[config.mk]
export PLATFORM = sky130hd
export DESIGN_NAME = onewire_temp_sensor_sequencer
export DESIGN_NICKNAME = d
export VERILOG_FILES = /design/src/rtl/owts_pkg.sv /design/src/rtl/onewire_temp_sensor_sequencer.sv
export SDC_FILE = /design/constraint.sdc
export NUM_CORES = 1
export LEC_CHECK = 0
export BUFFER_PORTS_ARGS = -buffer_cell sky130_fd_sc_hd__buf_4
export CAP_MARGIN = 10
export CORE_MARGIN = 1
export CORE_UTILIZATION = 60
export DETAILED_ROUTE_END_ITERATION = 10
export PLACE_DENSITY = 0.79
export SLEW_MARGIN = 40
export SYNTH_ARGS = -nofsm -noshare
export SYNTH_HDL_FRONTEND = slang
export SYNTH_SLANG_ARGS = --single-unit
[constraint.sdc]
create_clock -name clk -period 9.19 [get_ports clk]
set_input_delay 0 -clock clk [delete_from_list [all_inputs] [get_ports clk]]
set_output_delay 0 -clock clk [all_outputs]
set_load 0.05 [all_outputs]
[src/rtl/owts_pkg.sv]
// Shared constants, codes and a helper function for the one-wire temperature sensor sequencer.
`default_nettype none

package owts_pkg;

    localparam int SCRATCHPAD_BYTES = 9;
    localparam int SP_INDEX_W = $clog2(SCRATCHPAD_BYTES + 1);

    // Event codes from the bit engine.
    localparam logic [2:0] OP_START      = 3'd0;
    localparam logic [2:0] OP_RESET_DONE = 3'd1;
    localparam logic [2:0] OP_BYTE_WRITTEN = 3'd2;
    localparam logic [2:0] OP_BYTE_READ  = 3'd3;
    localparam logic [2:0] OP_WAIT_DONE  = 3'd4;

    // Requests to the bit engine.
    localparam logic [1:0] ACT_RESET = 2'd0;
    localparam logic [1:0] ACT_WRITE = 2'd1;
    localparam logic [1:0] ACT_READ  = 2'd2;
    localparam logic [1:0] ACT_WAIT  = 2'd3;

    // Sequencer stages.
    localparam logic [1:0] ST_WRITE_CFG = 2'd0;
    localparam logic [1:0] ST_CONVERT   = 2'd1;
    localparam logic [1:0] ST_READ      = 2'd2;

    // Steps within a stage.
    localparam logic [1:0] STEP_IDLE    = 2'd0;
    localparam logic [1:0] STEP_ROM     = 2'd1;
    localparam logic [1:0] STEP_COMMAND = 2'd2;
    localparam logic [1:0] STEP_READING = 2'd3;

    // Error codes.
    localparam logic [1:0] ERR_NONE     = 2'd0;
    localparam logic [1:0] ERR_PRESENCE = 2'd1;
    localparam logic [1:0] ERR_READ     = 2'd2;

    // Configuration register indexes.
    localparam logic [2:0] REG_ALARM_HIGH   = 3'd0;
    localparam logic [2:0] REG_ALARM_LOW    = 3'd1;
    localparam logic [2:0] REG_RESOLUTION   = 3'd2;
    localparam logic [2:0] REG_MAX_ERRORS   = 3'd3;
    localparam logic [2:0] REG_CONVERT_WAIT = 3'd4;
    localparam logic [2:0] REG_NO_PRES_WAIT = 3'd5;
    localparam logic [2:0] REG_ERROR_WAIT   = 3'd6;
    localparam logic [2:0] REG_REPEAT_WAIT  = 3'd7;

    // One-wire commands and fixed scratchpad contents.
    localparam logic [7:0] CMD_SKIP_ROM = 8'hCC;
    localparam logic [7:0] CMD_WRITE_SP = 8'h4E;
    localparam logic [7:0] CMD_CONVERT  = 8'h44;
    localparam logic [7:0] CMD_READ_SP  = 8'hBE;
    localparam logic [7:0] FIXED_BYTE5  = 8'hFF;
    localparam logic [7:0] FIXED_BYTE7  = 8'h10;

    localparam logic [SP_INDEX_W-1:0] USER_FIRST = SP_INDEX_W'(2);
    localparam logic [SP_INDEX_W-1:0] USER_END   = SP_INDEX_W'(5);
    localparam logic [SP_INDEX_W-1:0] SP_LAST    = SP_INDEX_W'(SCRATCHPAD_BYTES - 1);
    localparam logic [SP_INDEX_W-1:0] SP_COUNT   = SP_INDEX_W'(SCRATCHPAD_BYTES);

    localparam logic [13:0] FRAC_STEP = 14'(10000 / 16);
    localparam logic [7:0]  CRC_POLY  = 8'h8C;

    typedef struct packed {
        logic [1:0]  action;
        logic [7:0]  action_byte;
        logic [15:0] wait_ticks;
        logic [1:0]  last_error;
        logic        temp_valid;
        logic        temp_sign;
        logic [11:0] temp_integer;
        logic [13:0] temp_fraction;
        logic        reading_done;
    } result_t;

    // Reflected Dallas CRC-8 over one byte, least significant bit first.
    function automatic logic [7:0] crc8_byte(input logic [7:0] crc, input logic [7:0] data);
        logic [7:0] c;
        c = crc ^ data;
        for (int i = 0; i < 8; i++) begin
            c = c[0] ? ((c >> 1) ^ CRC_POLY) : (c >> 1);
        end
        return c;
    endfunction

endpackage

`default_nettype wire

[src/rtl/onewire_temp_sensor_sequencer.sv]
// Top level of the one-wire temperature sensor sequencer.
// Usage: the bit engine hands in one completion event per beat on the event
// channel (op, presence, read_data). For each event the block returns exactly
// one beat on the result channel: the next request for the bit engine
// (reset pulse, byte to write, byte read or wait) together with the held
// temperature and status. Configuration registers are written through the
// cfg_write/cfg_index/cfg_data port; the user must write them only while no
// event is in flight, as the block itself does not enforce this.
// The event is registered, then the sequencer, CRC and temperature logic
// compute the result in one pass into the result register.
// Throughput: one event per cycle while results are taken; the result
// register and the event register form a two-entry pipeline, so a new event
// is taken while a finished result still waits to be taken.
// When the receiver stalls, the result is held and the pipeline fills; the
// event channel stops accepting once both registers are occupied.
// Reset returns the sequencer to the configuration write stage with no valid
// temperature, clears the error count and loads the default register values.
// The scratchpad copy needs no clearing: every entry is written before it is read.
`default_nettype none

module onewire_temp_sensor_sequencer (
    input  wire logic        clk,
    input  wire logic        rst_n,

    input  wire logic        cfg_write,
    input  wire logic [2:0]  cfg_index,
    input  wire logic [15:0] cfg_data,

    input  wire logic        event_valid,
    output logic             event_ready,
    input  wire logic [2:0]  op,
    input  wire logic        presence,
    input  wire logic [7:0]  read_data,

    output logic             result_valid,
    input  wire logic        result_ready,
    output logic [1:0]       action,
    output logic [7:0]       action_byte,
    output logic [15:0]      wait_ticks,
    output logic [1:0]       last_error,
    output logic             temp_valid,
    output logic             temp_sign,
    output logic [11:0]      temp_integer,
    output logic [13:0]      temp_fraction,
    output logic             reading_done
);

    // Configuration registers.
    logic [7:0]  alarm_high_reg;
    logic [7:0]  alarm_low_reg;
    logic [7:0]  resolution_reg;
    logic [7:0]  max_errors_reg;
    logic [15:0] convert_wait_reg;
    logic [15:0] no_pres_wait_reg;
    logic [15:0] error_wait_reg;
    logic [15:0] repeat_wait_reg;

    // Event register.
    logic        ev_valid_reg;
    logic [2:0]  op_reg;
    logic        presence_reg;
    logic [7:0]  read_data_reg;

    // Result register.
    logic                res_valid_reg;
    owts_pkg::result_t   res_reg;
    owts_pkg::result_t   res_next;

    // Sequencer state.
    logic [1:0]  stage_reg, stage_next;
    logic [1:0]  step_reg, step_next;
    logic [owts_pkg::SP_INDEX_W-1:0] byte_index_reg, byte_index_next;
    logic [7:0]  crc_reg, crc_next;
    logic [7:0]  error_count_reg, error_count_next;
    logic        valid_flag_reg, valid_flag_next;
    logic [1:0]  error_code_reg, error_code_next;
    logic        held_sign_reg, held_sign_next;
    logic [11:0] held_integer_reg, held_integer_next;
    logic [13:0] held_fraction_reg, held_fraction_next;

    logic [7:0]  sp_reg [owts_pkg::SCRATCHPAD_BYTES];
    logic        load_user;
    logic        store_byte;

    logic        advance;

    // Combinational helpers.
    logic [7:0]  crc_new;
    logic        read_bad;
    logic [15:0] temp_word;
    logic [15:0] temp_mag;
    logic [15:0] repeat_wait;
    logic [7:0]  error_count_inc;
    logic [1:0]  act_c;
    logic [7:0]  abyte_c;
    logic [15:0] wt_c;
    logic        done_c;
    logic        unexpected;

    assign advance      = ev_valid_reg && (!res_valid_reg || result_ready);
    assign event_ready  = !ev_valid_reg || advance;

    // Configuration writes.
    always_ff @(posedge clk or negedge rst_n)
    begin
        if (!rst_n)
        begin
            alarm_high_reg   <= 8'd0;
            alarm_low_reg    <= 8'd0;
            resolution_reg   <= 8'd127;
            max_errors_reg   <= 8'd3;
            convert_wait_reg <= 16'd750;
            no_pres_wait_reg <= 16'd1000;
            error_wait_reg   <= 16'd1000;
            repeat_wait_reg  <= 16'd250;
        end
        else if (cfg_write)
        begin
            unique case (cfg_index)
                owts_pkg::REG_ALARM_HIGH:   alarm_high_reg   <= cfg_data[7:0];
                owts_pkg::REG_ALARM_LOW:    alarm_low_reg    <= cfg_data[7:0];
                owts_pkg::REG_RESOLUTION:   resolution_reg   <= cfg_data[7:0];
                owts_pkg::REG_MAX_ERRORS:   max_errors_reg   <= cfg_data[7:0];
                owts_pkg::REG_CONVERT_WAIT: convert_wait_reg <= cfg_data;
                owts_pkg::REG_NO_PRES_WAIT: no_pres_wait_reg <= cfg_data;
                owts_pkg::REG_ERROR_WAIT:   error_wait_reg   <= cfg_data;
                owts_pkg::REG_REPEAT_WAIT:  repeat_wait_reg  <= cfg_data;
                default: ;
            endcase
        end
    end

    // Event and result handshake control.
    always_ff @(posedge clk or negedge rst_n)
    begin
        if (!rst_n)
        begin
            ev_valid_reg  <= 1'b0;
            res_valid_reg <= 1'b0;
        end
        else
        begin
            if (event_ready)
            begin
                ev_valid_reg <= event_valid;
            end
            if (advance)
            begin
                res_valid_reg <= 1'b1;
            end
            else if (result_ready)
            begin
                res_valid_reg <= 1'b0;
            end
        end
    end

    // Payload registers.
    always_ff @(posedge clk)
    begin
        if (event_valid && event_ready)
        begin
            op_reg        <= op;
            presence_reg  <= presence;
            read_data_reg <= read_data;
        end
        if (advance)
        begin
            res_reg <= res_next;
        end
    end

    // Local copy of the sensor scratchpad.
    always_ff @(posedge clk)
    begin
        if (advance && load_user)
        begin
            sp_reg[2] <= alarm_high_reg;
            sp_reg[3] <= alarm_low_reg;
            sp_reg[4] <= resolution_reg;
        end
        if (advance && store_byte)
        begin
            sp_reg[byte_index_reg] <= read_data_reg;
        end
    end

    // Sequencer state.
    always_ff @(posedge clk or negedge rst_n)
    begin
        if (!rst_n)
        begin
            stage_reg         <= owts_pkg::ST_WRITE_CFG;
            step_reg          <= owts_pkg::STEP_IDLE;
            byte_index_reg    <= '0;
            crc_reg           <= 8'd0;
            error_count_reg   <= 8'd0;
            valid_flag_reg    <= 1'b0;
            error_code_reg    <= owts_pkg::ERR_NONE;
            held_sign_reg     <= 1'b0;
            held_integer_reg  <= 12'd0;
            held_fraction_reg <= 14'd0;
        end
        else if (advance)
        begin
            stage_reg         <= stage_next;
            step_reg          <= step_next;
            byte_index_reg    <= byte_index_next;
            crc_reg           <= crc_next;
            error_count_reg   <= error_count_next;
            valid_flag_reg    <= valid_flag_next;
            error_code_reg    <= error_code_next;
            held_sign_reg     <= held_sign_next;
            held_integer_reg  <= held_integer_next;
            held_fraction_reg <= held_fraction_next;
        end
    end

    // Read check and temperature conversion for the final scratchpad byte.
    assign crc_new   = owts_pkg::crc8_byte(crc_reg, read_data_reg);
    assign read_bad  = (crc_new != 8'd0) ||
                       (sp_reg[2] != alarm_high_reg) ||
                       (sp_reg[3] != alarm_low_reg) ||
                       (sp_reg[4] != resolution_reg) ||
                       (sp_reg[5] != owts_pkg::FIXED_BYTE5) ||
                       (sp_reg[7] != owts_pkg::FIXED_BYTE7);
    assign temp_word = {sp_reg[1], sp_reg[0]};
    assign temp_mag  = temp_word[15] ? (~temp_word + 16'd1) : temp_word;
    assign repeat_wait = (repeat_wait_reg > convert_wait_reg) ?
                         (repeat_wait_reg - convert_wait_reg) : 16'd0;
    assign error_count_inc = (error_count_reg != 8'hFF) ?
                             (error_count_reg + 8'd1) : error_count_reg;

    always_comb
    begin
        stage_next         = stage_reg;
        step_next          = step_reg;
        byte_index_next    = byte_index_reg;
        crc_next           = crc_reg;
        error_count_next   = error_count_reg;
        valid_flag_next    = valid_flag_reg;
        error_code_next    = error_code_reg;
        held_sign_next     = held_sign_reg;
        held_integer_next  = held_integer_reg;
        held_fraction_next = held_fraction_reg;
        load_user          = 1'b0;
        store_byte         = 1'b0;
        act_c              = owts_pkg::ACT_RESET;
        abyte_c            = 8'd0;
        wt_c               = 16'd0;
        done_c             = 1'b0;
        unexpected         = 1'b0;

        unique case (op_reg)
            owts_pkg::OP_START:
            begin
                stage_next = owts_pkg::ST_WRITE_CFG;
                step_next  = owts_pkg::STEP_IDLE;
            end
            owts_pkg::OP_RESET_DONE:
            begin
                if (!presence_reg)
                begin
                    error_code_next = owts_pkg::ERR_PRESENCE;
                    valid_flag_next = 1'b0;
                    stage_next      = owts_pkg::ST_WRITE_CFG;
                    step_next       = owts_pkg::STEP_IDLE;
                    act_c           = owts_pkg::ACT_WAIT;
                    wt_c            = no_pres_wait_reg;
                end
                else
                begin
                    error_code_next = owts_pkg::ERR_NONE;
                    step_next       = owts_pkg::STEP_ROM;
                    act_c           = owts_pkg::ACT_WRITE;
                    abyte_c         = owts_pkg::CMD_SKIP_ROM;
                end
            end
            owts_pkg::OP_BYTE_WRITTEN:
            begin
                if (step_reg == owts_pkg::STEP_ROM)
                begin
                    step_next = owts_pkg::STEP_COMMAND;
                    act_c     = owts_pkg::ACT_WRITE;
                    if (stage_reg == owts_pkg::ST_CONVERT)
                    begin
                        abyte_c = owts_pkg::CMD_CONVERT;
                    end
                    else if (stage_reg == owts_pkg::ST_READ)
                    begin
                        byte_index_next = '0;
                        crc_next        = 8'd0;
                        abyte_c         = owts_pkg::CMD_READ_SP;
                    end
                    else
                    begin
                        stage_next      = owts_pkg::ST_WRITE_CFG;
                        byte_index_next = owts_pkg::USER_FIRST;
                        load_user       = 1'b1;
                        abyte_c         = owts_pkg::CMD_WRITE_SP;
                    end
                end
                else if (step_reg == owts_pkg::STEP_COMMAND)
                begin
                    if (stage_reg == owts_pkg::ST_CONVERT)
                    begin
                        stage_next = owts_pkg::ST_READ;
                        step_next  = owts_pkg::STEP_IDLE;
                        act_c      = owts_pkg::ACT_WAIT;
                        wt_c       = convert_wait_reg;
                    end
                    else if (stage_reg == owts_pkg::ST_READ)
                    begin
                        step_next = owts_pkg::STEP_READING;
                        act_c     = owts_pkg::ACT_READ;
                    end
                    else if (byte_index_reg >= owts_pkg::USER_FIRST &&
                             byte_index_reg < owts_pkg::USER_END)
                    begin
                        // Send the user bytes 2 to 4 captured when the command went out.
                        act_c           = owts_pkg::ACT_WRITE;
                        abyte_c         = sp_reg[byte_index_reg];
                        byte_index_next = byte_index_reg + 1'b1;
                    end
                    else
                    begin
                        stage_next = owts_pkg::ST_CONVERT;
                        step_next  = owts_pkg::STEP_IDLE;
                    end
                end
                else
                begin
                    unexpected = 1'b1;
                end
            end
            owts_pkg::OP_BYTE_READ:
            begin
                if (step_reg == owts_pkg::STEP_READING &&
                    stage_reg == owts_pkg::ST_READ &&
                    byte_index_reg < owts_pkg::SP_COUNT)
                begin
                    store_byte      = 1'b1;
                    crc_next        = crc_new;
                    byte_index_next = byte_index_reg + 1'b1;
                    if (byte_index_reg == owts_pkg::SP_LAST)
                    begin
                        step_next = owts_pkg::STEP_IDLE;
                        act_c     = owts_pkg::ACT_WAIT;
                        if (read_bad)
                        begin
                            error_code_next  = owts_pkg::ERR_READ;
                            error_count_next = error_count_inc;
                            if (error_count_inc > max_errors_reg)
                            begin
                                valid_flag_next = 1'b0;
                            end
                            stage_next = owts_pkg::ST_WRITE_CFG;
                            wt_c       = error_wait_reg;
                        end
                        else
                        begin
                            held_sign_next     = temp_word[15];
                            held_integer_next  = temp_mag[15:4];
                            held_fraction_next = 14'(temp_mag[3:0]) * owts_pkg::FRAC_STEP;
                            error_code_next    = owts_pkg::ERR_NONE;
                            error_count_next   = 8'd0;
                            valid_flag_next    = 1'b1;
                            stage_next         = owts_pkg::ST_CONVERT;
                            wt_c               = repeat_wait;
                            done_c             = 1'b1;
                        end
                    end
                    else
                    begin
                        act_c = owts_pkg::ACT_READ;
                    end
                end
                else
                begin
                    unexpected = 1'b1;
                end
            end
            owts_pkg::OP_WAIT_DONE:
            begin
                step_next = owts_pkg::STEP_IDLE;
            end
            default:
            begin
                unexpected = 1'b1;
            end
        endcase

        // A beat that does not fit the pending request restarts with a reset pulse.
        if (unexpected)
        begin
            step_next = owts_pkg::STEP_IDLE;
            act_c     = owts_pkg::ACT_RESET;
        end

        res_next.action        = act_c;
        res_next.action_byte   = abyte_c;
        res_next.wait_ticks    = wt_c;
        res_next.last_error    = error_code_next;
        res_next.temp_valid    = valid_flag_next;
        res_next.temp_sign     = held_sign_next;
        res_next.temp_integer  = held_integer_next;
        res_next.temp_fraction = held_fraction_next;
        res_next.reading_done  = done_c;
    end

    assign result_valid  = res_valid_reg;
    assign action        = res_reg.action;
    assign action_byte   = res_reg.action_byte;
    assign wait_ticks    = res_reg.wait_ticks;
    assign last_error    = res_reg.last_error;
    assign temp_valid    = res_reg.temp_valid;
    assign temp_sign     = res_reg.temp_sign;
    assign temp_integer  = res_reg.temp_integer;
    assign temp_fraction = res_reg.temp_fraction;
    assign reading_done  = res_reg.reading_done;

    // A good reading always requests the repeat wait with a valid, error-free temperature.
    assert property (@(posedge clk) disable iff (!rst_n)
        result_valid && reading_done |->
            temp_valid && action == owts_pkg::ACT_WAIT && last_error == owts_pkg::ERR_NONE)
        else $error("good reading without valid temperature or wait request");

    // Byte and wait fields are zero unless the request uses them.
    assert property (@(posedge clk) disable iff (!rst_n)
        result_valid |->
            (action == owts_pkg::ACT_WRITE || action_byte == 8'd0) &&
            (action == owts_pkg::ACT_WAIT || wait_ticks == 16'd0))
        else $error("unused request field not zero");

    // The scratchpad index never runs past the number of bytes read.
    assert property (@(posedge clk) disable iff (!rst_n)
        byte_index_reg <= owts_pkg::SP_COUNT)
        else $error("scratchpad index out of range");

    // An event waiting behind a stalled result is neither lost nor consumed.
    assert property (@(posedge clk) disable iff (!rst_n)
        ev_valid_reg && !advance |=> ev_valid_reg && $stable(op_reg))
        else $error("pending event lost while result stalled");

endmodule

`default_nettype wire
==> flow_metrics.tcl <==
set metrics [dict create \
    syn_avg_cell_area_um2 12.4 \
    status "finished clean" \
    wl_um 32200 \
    core_area_mm2 0.0228 \
    yosys.area_share.xor_xnor_pct 5.02 \
    synth_seq_cells 285 \
    cts_tree "yes" \
    cts.sinks 285 \
    p_switching_uw 1040 \
    comb_power_share_pct 22.5 \
    synthAdderAreaFrac_pct 4.82 \
    setup_viol 0 \
    cts_root_buf "clkbuf_16" \
    grtUsageTotal_pct 27.3 \
    synthMuxAreaShare_pct 13.6 \
    vdd_drop_max_uv 185 \
    overflow 0 \
    synth_ff_type "edfxtp_1" \
    path_max_fanout 8 \
    clkLatencyLatePin_ns 0.56 \
    rows 55 \
    async_flop_share_pct 53.3 \
    switching_share_pct 29.2 \
    cts_buffers 29 \
    io_pins 95 \
    drt-initial-drc-count 825 \
    gp_congestion 0.926 \
    fin_nets 1355 \
    skew_ns 0.0310 \
    cpPeakStageDelay_ns 0.51 \
    slew_violations 0 \
    synth_top_family_by_area "multiplexers" \
    final.setup.tns_ns 0 \
    yosysSeqAreaShare_pct 55.6 \
    largest_reg_flops 64 \
    avgViaCountPerCell 6.02 \
    syn_inst 1138 \
    path_class "reg -> reg" \
    hold_viol 0 \
    min_path_type "in -> reg" \
    drt_first_pass_iters 5 \
    slew-limit-headroom_pct 44.1 \
    via_count 9656 \
    cts.htree.levels 1 \
    seq_area_mm2 0.00784 \
    worst_slack_ns 5.00 \
    required_ns 9.48 \
    p_seq_share_pct 45.9 \
    crit_chain "or3_1 -> nand2_1 -> xor2_1 -> inv_1 -> fa_1 -> ha_1 -> inv_1 -> fa_1 -> inv_1 -> a21oi_1 -> o21ai_0 -> a21o_1 -> nand2_1 -> xnor2_1 -> mux2_2" \
    grt_max_degree 91 \
    p_leak_uw 0.00673 \
    grt_pass1_vias 9556 \
    die-area_mm2 0.0241 \
    yosysUniqueCellTypes 60 \
    portBuffers 94 \
    startpoint_type "flop" \
    postCtsSetupRepairBufs 0 \
    synth_fp_nets 1226 \
    worst_pin_slew_ns 0.838 \
    num_antenna_cells 0 \
    clk_pin_slew_ns 0.06 \
    fmax_mhz 239 \
    antenna_found_initial 1 \
    power.density_mw_per_mm2 216 \
    synth_compound_area_share_pct 9.35 \
    worst_path_most_repeated_cell "inv_1" \
    path_delay_family "adder cells" \
    synthSimpleGateAreaFrac_pct 8.94 \
    multiInputGateArea_mm2 0.00592 \
    slowest_stage "edfxtp_1" \
    drv_cap 0 \
    crit_arrival_ns 4.48 \
    yosys_warnings 0 \
    grt_pass1_wl_um 51000 \
    path_buf_inv 3 \
    fin_crit_ns 4.19 \
    hpwl_um 22200 \
    period_share_pct 45.6 \
    clockBufferDepth 3 \
    endpoint_kind "flop" \
    dieWidth_um 155 \
    drive_gt1_share_pct 26.7 \
    synthToLayoutAreaGrowth_pct 16.6 \
    grt_setup_unrepaired "no" \
    route.detailed.drc 0 \
    internal-power_uw 2520 \
    initial_core_util_pct 61.8 \
    pre_cts_ws_ns 5.00 \
    syn-cell-area_mm2 0.0141 \
    ant_nets 0 \
    mostFrequentLayoutCell "edfxtp_1" \
    dieHeight_um 155 \
    fin_area_mm2 0.0165 \
    fin_worst_hold_slack_ns 0.0589 \
    routedWlPerCell_um 20.1 \
    placedInstanceArea_mm2 0.0152 \
    power_frac_clock_pct 31.6 \
    layout_common_cells "edfxtp_1 (133), mux2_2 (125), dfrtp_1 (117), o21ai_0 (102), buf_4 (102)" \
    num-fill-cells 1592 \
    synth_edf_count 133 \
    final_util_pct 72.0 \
]
==> power groups by stage <==
| stage | Sequential, uW | Clock [uW] | Combinational (uW) |
|---|---|---|---|
| finish | 1640 | 1130 | 800 |
| global placement | 1640 | 0 | 765 |
| floorplan | 1650 | 0 | 560 |
| detailed placement | 1650 | 0 | 781 |
| global route | 1650 | 1190 | 869 |
| CTS | 1630 | 1140 | 799 |
==> stage by stage <==
step / power, uW / cells
3_5_place_dp: 2440 / 1515
2_1_floorplan: 2210 / 1138
4_1_cts: 3570 / 1603
6_report: 3560 / 1603
3_3_place_gp: 2410 / 1510
5_1_grt: 3710 / 1603
==> logic make-up (layout without fill, tap and decap cells) <==
logic type                 count (synthesis)  after routing
xor gates and xnor gates                  80             80
and+or+nand+nor                          255            255
buffers and inverters                     99            251
DFF                                      285            285
AOI/OAI and AO/OA                        214            214
muxes                                    153            153
adders and majority gates                 52             52
==> cell usage after synthesis, types with 2 or more instances <==
| master | n | area [um2] |
|---|---|---|
| xnor2_1 | 32 | 280 |
| o21ai_0 | 105 | 526 |
| xor2_1 | 47 | 412 |
| or4_1 | 3 | 22.5 |
| nor3b_1 | 5 | 37.5 |
| nor3_1 | 14 | 70.1 |
| a222oi_1 | 15 | 150 |
| a211o_1 | 3 | 26.3 |
| a211oi_1 | 5 | 37.5 |
| or2_2 | 2 | 12.5 |
| a21o_1 | 10 | 75.1 |
| a22oi_1 | 3 | 22.5 |
| o22ai_1 | 4 | 25.0 |
| nor2_1 | 41 | 154 |
| and3_1 | 2 | 12.5 |
| nand4_1 | 14 | 87.6 |
| nand3b_1 | 3 | 22.5 |
| ha_1 | 48 | 601 |
| mux2i_1 | 6 | 60.1 |
| nand2_4 | 2 | 22.5 |
| o21ai_1 | 11 | 55.1 |
| or3_1 | 5 | 31.3 |
| clkbuf_1 | 40 | 150 |
| nor4b_1 | 2 | 17.5 |
| fa_1 | 4 | 80.1 |
| nor4_1 | 12 | 75.1 |
| nor2b_1 | 10 | 62.6 |
| o31ai_1 | 14 | 105 |
| buf_2 | 2 | 10.0 |
| and2_1 | 6 | 37.5 |
| nand2b_1 | 15 | 93.8 |
| mux4_2 | 16 | 360 |
| mux2_2 | 125 | 1410 |
| buf_1 | 2 | 7.51 |
| o41ai_1 | 3 | 26.3 |
| edfxtp_1 | 133 | 3990 |
| nand2_1 | 96 | 360 |
| nand3_1 | 17 | 85.1 |
| a21oi_1 | 30 | 150 |
| mux2_4 | 6 | 90.1 |
| inv_1 | 52 | 195 |
| dfrtp_1 | 118 | 2950 |
| nand4b_1 | 4 | 35.0 |
| a41oi_1 | 2 | 17.5 |
| dfstp_2 | 34 | 893 |
==> metal layers <==
| metal | wire (um) | part of all wire [%] | GRT usage, % |
|---|---|---|---|
| met1 | 14100 | 44 | 38.3 |
| met5 | 13 | 0.040 | 0 |
| met4 | 767 | 2.4 | 8.08 |
| met3 | 1880 | 5.8 | 3.45 |
| met2 | 15400 | 48 | 44.9 |
==> worst register-to-register path, stage by stage, from the launching register on <==
cell and delay (ns):
edfxtp_1 0.51, or3_1 0.40, nand2_1 0.11, xor2_1 0.34
inv_1 0.20, fa_1 0.51, ha_1 0.31, inv_1 0.06
fa_1 0.45, inv_1 0.07, a21oi_1 0.05, o21ai_0 0.26
a21o_1 0.16, nand2_1 0.06, xnor2_1 0.17, mux2_2 0.27
==> layout make-up <==
cell class,instances,area share [%]
inverters,54,1.24
repair buffers,143,7.22
flip-flops and latches,285,47.7
clock inverters,6,0.205
clock buffers,48,5.35
multi-input cells,754,36.0
well taps,313,2.38
==> path summary, 6_finish.rpt <==
kind	startpoint	endpoint	slack [ns]	cells past startpoint
setup reg to reg	sp_reg[0][0]	temp_fraction[12]	5.00	15
max in group asynchronous	rst_n	byte_index_reg[1]	8.05	3
min in group asynchronous	rst_n	held_integer_reg[8]	0.10	2
hold / removal	cfg_index[2]	no_pres_wait_reg[3]	0.06	3
hold reg to reg	error_code_reg[0]	error_code_reg[0]	0.49	2
setup / recovery	sp_reg[0][0]	temp_fraction[12]	5.00	15
==> timing repair <==
item	CTS	global route
resized for setup	0	0
hold endpoints to repair	181	0
hold buffers	34	0
setup endpoints to repair	0	0
Note: power is estimated with default switching activity, not from simulation.
